`config.mk`:
```
export PLATFORM = sky130hd
export DESIGN_NAME = skmq_ram
export DESIGN_NICKNAME = d
export VERILOG_FILES = /design/src/hdl/subscribed_keyed_message_queue_assert.svh /design/src/hdl/skmq_ram.sv
export SDC_FILE = /design/constraint.sdc
export NUM_CORES = 1
export LEC_CHECK = 0
export ABC_CLOCK_PERIOD_IN_PS = 3700
export BUFFER_PORTS_ARGS = -buffer_cell sky130_fd_sc_hd__buf_2
export CAP_MARGIN = 0
export CORE_AREA = 2 2 110 112
export DETAILED_ROUTE_END_ITERATION = 10
export DIE_AREA = 0 0 112 114
export PLACE_DENSITY = 0.65
export REMOVE_ABC_BUFFERS = 1
export SYNTH_ARGS = -nofsm -noshare
export SYNTH_HDL_FRONTEND = slang
export SYNTH_SLANG_ARGS = --single-unit
```
`constraint.sdc`:
```
create_clock -name clk -period 3.7 [get_ports clk]
set_input_delay 0.555 -clock clk [delete_from_list [all_inputs] [get_ports clk]]
set_output_delay 0.555 -clock clk [all_outputs]
set_load 0.03 [all_outputs]
```
`src/hdl/subscribed_keyed_message_queue_assert.svh`:
```
// ----------------------------------------------------------------------------
// Assertion macros for the subscribed keyed message queue
// Clocked on clk, disabled while rst_n is low.
// ----------------------------------------------------------------------------
`ifndef SUBSCRIBED_KEYED_MESSAGE_QUEUE_ASSERT_SVH
`define SUBSCRIBED_KEYED_MESSAGE_QUEUE_ASSERT_SVH

// same-cycle implication
`define SKMQ_ASSERT_IMP(label, ante, cons) \
    label: assert property (@(posedge clk) disable iff (!rst_n) (ante) |-> (cons)) \
        else $error("skmq assertion failed");

// next-cycle implication
`define SKMQ_ASSERT_NXT(label, ante, cons) \
    label: assert property (@(posedge clk) disable iff (!rst_n) (ante) |=> (cons)) \
        else $error("skmq assertion failed");

`endif

```
`src/hdl/skmq_ram.sv`:
```
// ----------------------------------------------------------------------------
// skmq_ram
// Generic simple dual-port RAM: one write port, one registered read port.
// ----------------------------------------------------------------------------
module skmq_ram #(
    parameter int WIDTH = 8,
    parameter int DEPTH = 16,
    parameter int AW    = (DEPTH > 1) ? $clog2(DEPTH) : 1
) (
    input  logic             clk,
    input  logic             we,
    input  logic [AW-1:0]    waddr,
    input  logic [WIDTH-1:0] wdata,
    input  logic [AW-1:0]    raddr,
    output logic [WIDTH-1:0] rdata
);

    logic [WIDTH-1:0] mem [DEPTH];

    always_ff @(posedge clk)
    begin
        if (we)
        begin
            mem[waddr] <= wdata;
        end
        rdata <= mem[raddr];
    end

endmodule
```
**After elaboration in Yosys (flattened, before gate mapping)**

Memory sizes are Yosys's and may differ from the RTL's. A register that Yosys moved wholly into a read port is not among the register bits.
Index checks and enable logic that the tools add are counted.

- Bits in writable memories: 128
- Memories kept: 1
- Register bits after elaboration: 0
- Output and inout bits: 8
- Input port bits: 18

- Multiplexer cells: 2

Memory list:

| name | words | bits a word | rd ports | clocked after Yosys merged registers in | write ports | RTL line | RTL |
|---|---|---|---|---|---|---|---|
| mem | 16 | 8 | 1 | 1 | 1 | skmq_ram.sv:18 | `logic [WIDTH-1:0] mem [DEPTH];` |

Operator list:

| cell | number |
|---|---|
| $mux W1 | 2 |

**Logic depth before layout (Yosys ltp)**

Gate-level depths: netlist (run 1).

- Word-level depth: 2
- Mapped depth: 5

**Worst setup path after synthesis (run 1)**

No wires, ideal clock.

- Kind: input-to-reg
- Start: input waddr[2]
- End: memory mem[0][0] (enable)
- Path slack: 1.652 ns
- Data required time: 3.317 ns
- Library setup time: 0.383 ns
- Stages on the path: 2
- Data arrival time: 1.665 ns
- Cells stage by stage: or3b_2 > nor3_1

RTL lines:

| item | RTL line | RTL |
|---|---|---|
| start, declared | skmq_ram.sv:12 | `input logic [AW-1:0] waddr,` |
| end, declared | skmq_ram.sv:18 |  |

Straight into the memory's write port.

==> metrics.md, run 1 <==
| Metric | Value |
|---|---|
| Seq/Total Area, Yosys | between 70% and 80% |
| Ratio of cells with drive above 1 in the final layout | 26.6% |
| Startpoint Class | input pin |
| Row count | 40 |
| Global-route wire length before repair | 14.9 mm |
| Reg-to-reg critical path startpoint | mem[11][6]$_DFFE_PP_ |
| Chip width | 112 um |
| Number of global-route vias before repair | 2430 |
| Critical path type | input pin to register |
| Worst VDD drop | approximately 260 uV |
| Die area | ~0.013 mm^2 |
| Reg-to-reg slack, setup | roughly 2.4 ns |
| CTS max path bufs | 2 |
| Pre-CTS setup slack | 1.24 ns |
| Min-delay src | wdata[1] |
| Synth warn | 0 |
| RSZ-0062 raised after global routing | false |
| DRC viols | 0 |
| Wire per inst | 22.8 um |
| Arr. time, crit path | 2.27 ns |
| Period utilisation layout | a little over half |
| Synth Area per Inst | 22.5 um^2 |
| CP required | 3.99 ns |
| Clock tree root buffer cell | clkbuf_16 |
| FF+latch count, synth | 136 |
| Setup TNS | 0 ns |
| All-Layer GR Usage | between 10% and 20% |
| Hold EP | mem[14][1]$_DFFE_PP_ |
| CP max FO | 20 |
| Post-CTS Setup Repair Bufs | 0 |
| Antenna cells | 0 |
| Slew @ Worst Pin | 0.980 ns |
| Most frequent cells in the layout | edfxtp_1, buf_2, mux4_2 |
| FMAX | 506 MHz |
| Max-cap viol count | 0 |
| Vias | 2367 |
| Clock Skews | 0.00994 ns |
| R2R depth | 3 |
| Area delta synth->final | 15.6% |
| Pwr dens | 571 mW/mm^2 |
| Routed Antenna Nets | 0 |
| Minimum clock period | 1.98 ns |
| Final HPWL DP | 6.19 mm |
| Mapped cell area | 0.00515 mm^2 |
| Final Max Slew Viols | 0 |
| WHS Path Cells | 1 |
| Number of setup violations in the final report | 0 |
| Cts-stage hold buffer count | 0 |
| DR iter-0 viols | 190 |
| Critical Path Max Stage Delay | roughly 0.6 ns |
| Reg clk slew, reported paths | 0.06 ns |
| IO Port Bufs | 25 |
| DR vias/cell | roughly 5.5 |
| Synth Instances | 229 |
| Clock Sinks | ~140 |
| CP Cell Sequence | buf_2 -> buf_4 -> mux4_1 -> a22oi_1 -> nand2_1 |
| Fill count | 971 |
| Chip height | 114 um |
| Static leakage | 1.99 nW |
| CP max-delay cell | mux4_1 |
| Reg area | 0.00400 mm^2 |
| H-tree depth | 4 |
| Final RePlAce weighted congestion | 0.729 |
| Final setup margin | 1.72 ns |
| Core area | 0.0117 mm^2 |
| Worst-Skew Late Latency | 0.41 ns |
| Commonest non-fill, non-tap cell in the layout | edfxtp_1 |
| Status | finished, final reports clean |
| Distinct cells, synth | 19 |
| TritonRoute pass-1 iters | 4 |
| Largest net degree at the start of global routing | 33 |
| Nets@finish | 287 |
| Initial Utilization | a little over two fifths |
| Final Hold Viols | 0 |
| Grt ovf | 0 |
| R2R Path End | rdata[6]$_DFF_P_ |
| Multi-input logic area | 0.00106 mm^2 |
| Post-CTS sizing | 0 |
| Num CTS Buffers | 17 |
| Final wirelength | around 9.8 mm |
| Antenna violations before repair | 0 |
| Ports | 26 |
| Worst Hold Class | input pin to register |
| CTS tree | yes |
| Relative slew slack | 34.4% |
| Crit. End Element | register |
==> routing by layer <==
metal	track usage [%]	routed length, um	vias up
met4	5.61	71	0
met3	4.78	626	10
met2	25.7	4710	84
met5	0	0	-
li1	-	-	1056
met1	23.3	4370	1217
==> critical path, delay by kind of cell <==
family	cells	cell delay, ns
compound gates	1	0.21
buf+inv	2	0.81
simple gates	1	0.07
mux	1	0.61
==> how the worst max path moves through the flow <==
stage	start	endpoint
floorplan	waddr[2]	mem[0][0]$_DFFE_PP_
global placement	raddr[0]	rdata[3]$_DFF_P_
detailed placement	raddr[0]	rdata[0]$_DFF_P_
CTS	raddr[0]	rdata[3]$_DFF_P_
global route	raddr[0]	rdata[3]$_DFF_P_
finish	raddr[0]	rdata[3]$_DFF_P_
==> area by class of cell <==
| type | count | share of cell area (%) |
|---|---|---|
| sequential | 136 | 67.3 |
| multi-input combinational | 83 | 17.8 |
| clock buffer | 28 | 8.68 |
| tap | 147 | 3.09 |
| timing repair buffer | 31 | 2.86 |
| clock inverter | 4 | 0.315 |
==> kinds of logic (layout without fill, tap and decap cells) <==
kind of cell	after synthesis	in the layout	synth area share [%]
buffers and inverters	10	63	1.68
AND/OR/NAND/NOR	35	35	3.18
AO/OA/AOI/OAI	16	16	2.33
flip-flops	136	136	77.8
multiplexers	32	32	15.0
==> cell usage after synthesis <==
cell               n  share of area (%)
mux4_2            18                7.9
nand3_1            1              0.097
clkdlybuf4s25_2    3               0.58
nand2_1            9               0.66
edfxtp_1         128                 75
mux4_1            14                7.1
nor2_1            13               0.95
dfxtp_1            8                3.1
or3b_2             1               0.17
nand3b_1           2               0.29
nor3_1             4               0.39
buf_4              1               0.15
nand2b_1           2               0.24
buf_2              3               0.29
and2_1             1               0.12
a22oi_1           16                2.3
nor2b_1            1               0.12
buf_6              3               0.66
and2b_1            1               0.15
==> flip-flops by register name, summed over array words and instances (netlist names) <==
| register | flops |
|---|---|
| rdata | 8 |
| mem | 128 |
==> through the flow <==
stage | utilization (%) | hold slack, ns | total power [mW] | instance area [um^2] | std cells
final | 50.8 | 0.530 | 3.40 | 5950 | 429
after global routing | 50.8 | 0.529 | 3.51 | 5950 | 429
after CTS | 50.8 | 0.521 | 3.43 | 5950 | 429
after detailed placement | 46.2 | 0.662 | 1.94 | 5420 | 397
after global placement | 46.2 | 0.661 | 1.94 | 5420 | 397
after floorplan | - | 0.629 | 1.85 | 5060 | 219
==> where the power goes <==
group	leakage (nW)	total (mW)	internal, mW	switching (mW)
sequential	1.22	1.74	1.72	0.0112
clock	0.266	1.49	0.940	0.551
combinational	0.501	0.170	0.0636	0.107
Power figures use the tool's default switching activity.
==> inputs of run 2 (changes only) <==
- ABC_CLOCK_PERIOD_IN_PS: 3700 -> 1700
- PLACE_DENSITY: 0.65 -> 0.67
- clock period: 3.7 -> 1.7 ns (I/O delays scaled with it)
==> metrics.md, run 2 (synthesis results as in run 1) <==
| Metric | Value |
|---|---|
| Antenna violations before repair | 0 |
| Reg clk slew, reported paths | 0.06 ns |
| CP required | ~2.0 ns |
| Ports | 26 |
| Clock Sinks | approximately 140 |
| Worst VDD drop | between 700 and 800 uV |
| CP max FO | 1 |
| Final HPWL DP | 6.22 mm |
| Vias | 2427 |
| Fill count | a little over 900 |
| CTS tree | yes |
| Slew @ Worst Pin | 0.371 ns |
| Final RePlAce weighted congestion | approximately 0.74 |
| DR iter-0 viols | 249 |
| Ratio of cells with drive above 1 in the final layout | 32.8% |
| Sw Ratio | roughly a fifth |
| Initial Utilization | 44.0% |
| Startpoint Class | register |
| Wire per inst | 21.4 um |
| DRC viols | 0 |
| Relative slew slack | 75.2% |
| Seq pwr share | 45.4% |
| Post-CTS Setup Repair Bufs | 0 |
| WHS Path Cells | 1 |
| CTS max path bufs | 2 |
| Pwr dens | 1330 mW/mm^2 |
| Final Max Slew Viols | 0 |
| WHS | 0.226 ns |
| Crit. End Element | register |
| Chip height | approximately 110 um |
| Cts-stage hold buffer count | 0 |
| H-tree depth | 4 |
| Post-CTS sizing | 0 |
| Core area | 0.0117 mm^2 |
| Final wirelength | around 9.5 mm |
| Top Registers | mem x128, rdata x8 |
| Most frequent cells in the layout | edfxtp_1, buf_2, buf_4 |
| Critical path type | register to register |
| Worst-Skew Late Latency | 0.41 ns |
| Clock Power Share | 49.8% |
| Number of setup violations in the final report | 0 |
| Status | finished, final reports clean |
| Row count | 40 |
| Die area | 0.0128 mm^2 |
| Period utilisation layout | between 80% and 90% |
| Largest Register | mem |
| RSZ-0062 raised after global routing | false |
| Setup TNS | 0 ns |
| Arr. time, crit path | 1.68 ns |
| DR vias/cell | 5.44 |
| All-Layer GR Usage | 16.5% |
| Global-route wire length before repair | 15.1 mm |
| Static leakage | 2.16 nW |
| Number of global-route vias before repair | 2591 |
| Worst Hold Class | input pin to register |
| IO Port Bufs | 25 |
| Antenna cells | 0 |
| Max-cap viol count | 0 |
| P_sw | 1.57 mW |
| Clock tree root buffer cell | clkbuf_16 |
| Nets@finish | 304 |
| Area delta synth->final | 21.8% |
| Commonest non-fill, non-tap cell in the layout | edfxtp_1 |
| Num CTS Buffers | 17 |
| Clock Skews | 0.0144 ns |
| Routed Antenna Nets | 0 |
| Combinational fraction of design power | 4.8% |
| Minimum clock period | 1.39 ns |
| FMAX | 721 MHz |
| R2R depth | 3 |
| Max FFs per register | about 130 |
| TritonRoute pass-1 iters | 4 |
| Largest net degree at the start of global routing | 33 |
| Grt ovf | 0 |
| Chip width | approximately 110 um |
| Cell internal pwr | 6.74 mW |
| Final Hold Viols | 0 |
run 2: per-stage QoR:
step / power [mW] / worst slack [ns] / area [um^2] / util, % / std cells
2_1_floorplan: 4.03 / -0.0479 / 5060 / - / 219
3_3_place_gp: 4.24 / -0.0375 / 5590 / 47.8 / 414
3_5_place_dp: 4.25 / -0.0160 / 5590 / 47.8 / 414
4_1_cts: 8.37 / 0.332 / 6270 / 53.5 / 446
5_1_grt: 8.57 / 0.267 / 6270 / 53.5 / 446
6_report: 8.31 / 0.314 / 6270 / 53.5 / 446
run 2: cell type report:
type / count / area, um^2 / area share, %
Timing Repair Buffer: 48 / 348 / 5.55
Clock inverter: 12 / 220 / 3.51
Clock buffer: 20 / 457 / 7.28
Multi-Input combinational cell: 83 / 1060 / 16.9
Sequential cell: 136 / 4000 / 63.9
Tap cell: 147 / 184 / 2.93
run 2: layer usage:
layer | track usage (%) | wire length, um | vias up
met4 | 5.85 | 172 | 0
met1 | 22.8 | 4260 | 1233
met2 | 25.6 | 4500 | 88
li1 | - | - | 1091
met3 | 4.46 | 604 | 15
met5 | 0 | 0 | -
run 2: path summary, 6_finish.rpt:
kind | slack, ns | start | end
max | 0.31 | mem[1][2]$_DFFE_PP_ | rdata[2]$_DFF_P_
min | 0.23 | wdata[6] | mem[6][6]$_DFFE_PP_
max reg2reg | 0.31 | mem[1][2]$_DFFE_PP_ | rdata[2]$_DFF_P_
min reg2reg | 0.69 | mem[12][3]$_DFFE_PP_ | rdata[3]$_DFF_P_
run 2: worst max-delay path: stages (launching register included):
cell	delay [ns]
edfxtp_1	0.36
mux4_1	0.52
a22oi_1	0.30
nand2_1	0.09
run 2: power groups by stage:
stage	logic [mW]	registers (mW)	clock network [mW]
2_1_floorplan	0.150	3.88	0
3_3_place_gp	0.396	3.84	0
3_5_place_dp	0.403	3.84	0
4_1_cts	0.404	3.78	4.19
5_1_grt	0.430	3.78	4.36
6_report	0.397	3.77	4.14
==> inputs of run 3 (changes only) <==
- ABC_CLOCK_PERIOD_IN_PS: 1700 -> 1300
- PLACE_DENSITY: 0.67 -> 0.65
- clock period: 1.7 -> 1.3 ns (I/O delays scaled with it)
==> metrics.md, run 3 (synthesis results as in run 1) <==
| Metric | Value |
|---|---|
| Final setup margin | -0.0112 ns |
| Vias | 2421 |
| Most frequent cells in the layout | edfxtp_1, buf_2, mux4_2 |
| Final Hold Viols | 0 |
| Die area | 0.0128 mm^2 |
| Clock tree root buffer cell | clkbuf_16 |
| Critical Path Max Stage Delay | approximately 0.50 ns |
| Clock Sinks | 136 |
| Commonest non-fill, non-tap cell in the layout | edfxtp_1 |
| Static leakage | 2.11 nW |
| Status | complete, but fails checks |
| Cts-stage hold buffer count | 0 |
| Worst Hold Class | input pin to register |
| Routed Antenna Nets | 0 |
| Pwr dens | 1630 mW/mm^2 |
| Worst Setup SP | mem[3][0]$_DFFE_PP_ |
| Post-route insts no fill | 448 |
| Wire per inst | 22.1 um |
| Antenna violations before repair | 1 |
| DRC viols | 0 |
| Reg clk slew, reported paths | ~0.05 ns |
| CTS tree | yes |
| Number of global-route vias before repair | roughly 2600 |
| Worst-Skew Late Latency | 0.40 ns |
| Final HPWL DP | 6.18 mm |
| Row count | 40 |
| Startpoint Class | register |
| Chip width | about 110 um |
| Area delta synth->final | 20.5% |
| Largest Register | mem |
| Slew @ Worst Pin | 0.974 ns |
| Setup TNS | -0.0112 ns |
| Final RePlAce weighted congestion | around 0.77 |
| Number of setup violations in the final report | 1 |
| Critical path buffer and inverter count | 0 |
| Initial Utilization | 44.0% |
| Minimum clock period | between 1 and 1.5 ns |
| Top Registers | mem x128, rdata x8 |
| Dpl cells | 415 |
| All-Layer GR Usage | 16.9% |
| Crit path to | rdata[0]$_DFF_P_ |
| CP Depth | 3 |
| Core area | 0.0117 mm^2 |
| Grt ovf | 0 |
| Cell family with most CP delay | multiplexers |
| RSZ-0062 raised after global routing | true |
| FMAX | between 700 and 800 MHz |
| R2R Path End | rdata[0]$_DFF_P_ |
| CP max-delay cell | mux4_2 |
| Period utilisation layout | 101% |
| Post-CTS Setup Repair Bufs | 0 |
| Reg-to-reg slack, setup | -0.01 ns |
| Crit. End Element | register |
| Chip height | 114 um |
| DR iter-0 viols | 134 |
| Violated checks | negative setup slack |
| DR vias/cell | 5.40 |
| Critical path type | register to register |
| CP max FO | 1 |
| Nets@finish | approximately 310 |
| TritonRoute pass-1 iters | 4 |
| Largest net degree at the start of global routing | 24 |
| Ports | 26 |
| Clock Skews | 0.00718 ns |
| Pre-CTS setup slack | -0.418 ns |
| IO Port Bufs | 25 |
| Final Max Slew Viols | 0 |
| Global-route wire length before repair | 15.3 mm |
| Num CTS Buffers | 17 |
| Reg-to-reg critical path startpoint | mem[3][0]$_DFFE_PP_ |
| Max FFs per register | ~130 |
| Tot Pwr | slightly above 10 mW |
| H-tree depth | 4 |
| Final wirelength | between 9 and 10 mm |
| Arr. time, crit path | 1.59 ns |
| R2R depth | 3 |
| Ratio of cells with drive above 1 in the final layout | 36.3% |
| CP required | 1.58 ns |
| CP Cell Sequence | mux4_2 -> a22oi_2 -> nand2_1 |
| Worst VDD drop | 1200 uV |
| Relative slew slack | 34.9% |
| CTS max path bufs | 2 |
| Max-cap viol count | 0 |
run 3: power breakdown:
group          switching (mW)  internal, mW
sequential             0.0337          4.90
clock                    1.64          3.01
combinational           0.316         0.224
total                    1.99          8.14
run 3: metal layers:
| layer | track usage [%] | routed length, um |
|---|---|---|
| met5 | 0 | 11 |
| met3 | 4.99 | 420 |
| met1 | 23.2 | 4620 |
| met2 | 26.2 | 4790 |
| met4 | 6.34 | 75 |
run 3: how the worst min path moves through the flow:
stage | to | startpoint | slack, ns | cells past startpoint
floorplan | mem[0][0]$_DFFE_PP_ | wdata[0] | 0.29 | 0
global route | mem[8][2]$_DFFE_PP_ | wdata[2] | 0.17 | 1
CTS | mem[5][3]$_DFFE_PP_ | wdata[3] | 0.17 | 1
global placement | mem[9][5]$_DFFE_PP_ | wdata[5] | 0.59 | 1
detailed placement | mem[8][5]$_DFFE_PP_ | wdata[5] | 0.60 | 1
finish | mem[8][5]$_DFFE_PP_ | wdata[5] | 0.17 | 1
run 3: final cells by class:
type                            instances  area (um^2)
Multi-Input combinational cell         83         1070
Sequential cell                       136         4000
Clock inverter                          8         93.8
Antenna cell                            1         2.50
Clock buffer                           24          492
Fill cell                             928         5510
Timing Repair Buffer                   49          355
Tap cell                              147          184
run 3: per-stage QoR:
stage	instance area, um^2	hold WS (ns)	util, %
4_1_cts	6190	0.169	52.9
5_1_grt	6200	0.175	53.0
2_1_floorplan	5060	0.294	-
6_report	6200	0.167	53.0
3_5_place_dp	5600	0.601	47.8
3_3_place_gp	5600	0.587	47.8
run 3: worst reg2reg max path: stages (launching register included):
cell and delay [ns]:
edfxtp_1 0.36, mux4_2 0.50, a22oi_2 0.26, nand2_1 0.08
run 3: timing repair:
action                     in CTS  in global routing
resized for setup               5                  7
setup endpoints to repair       3                  8
pin swaps                       2                  2
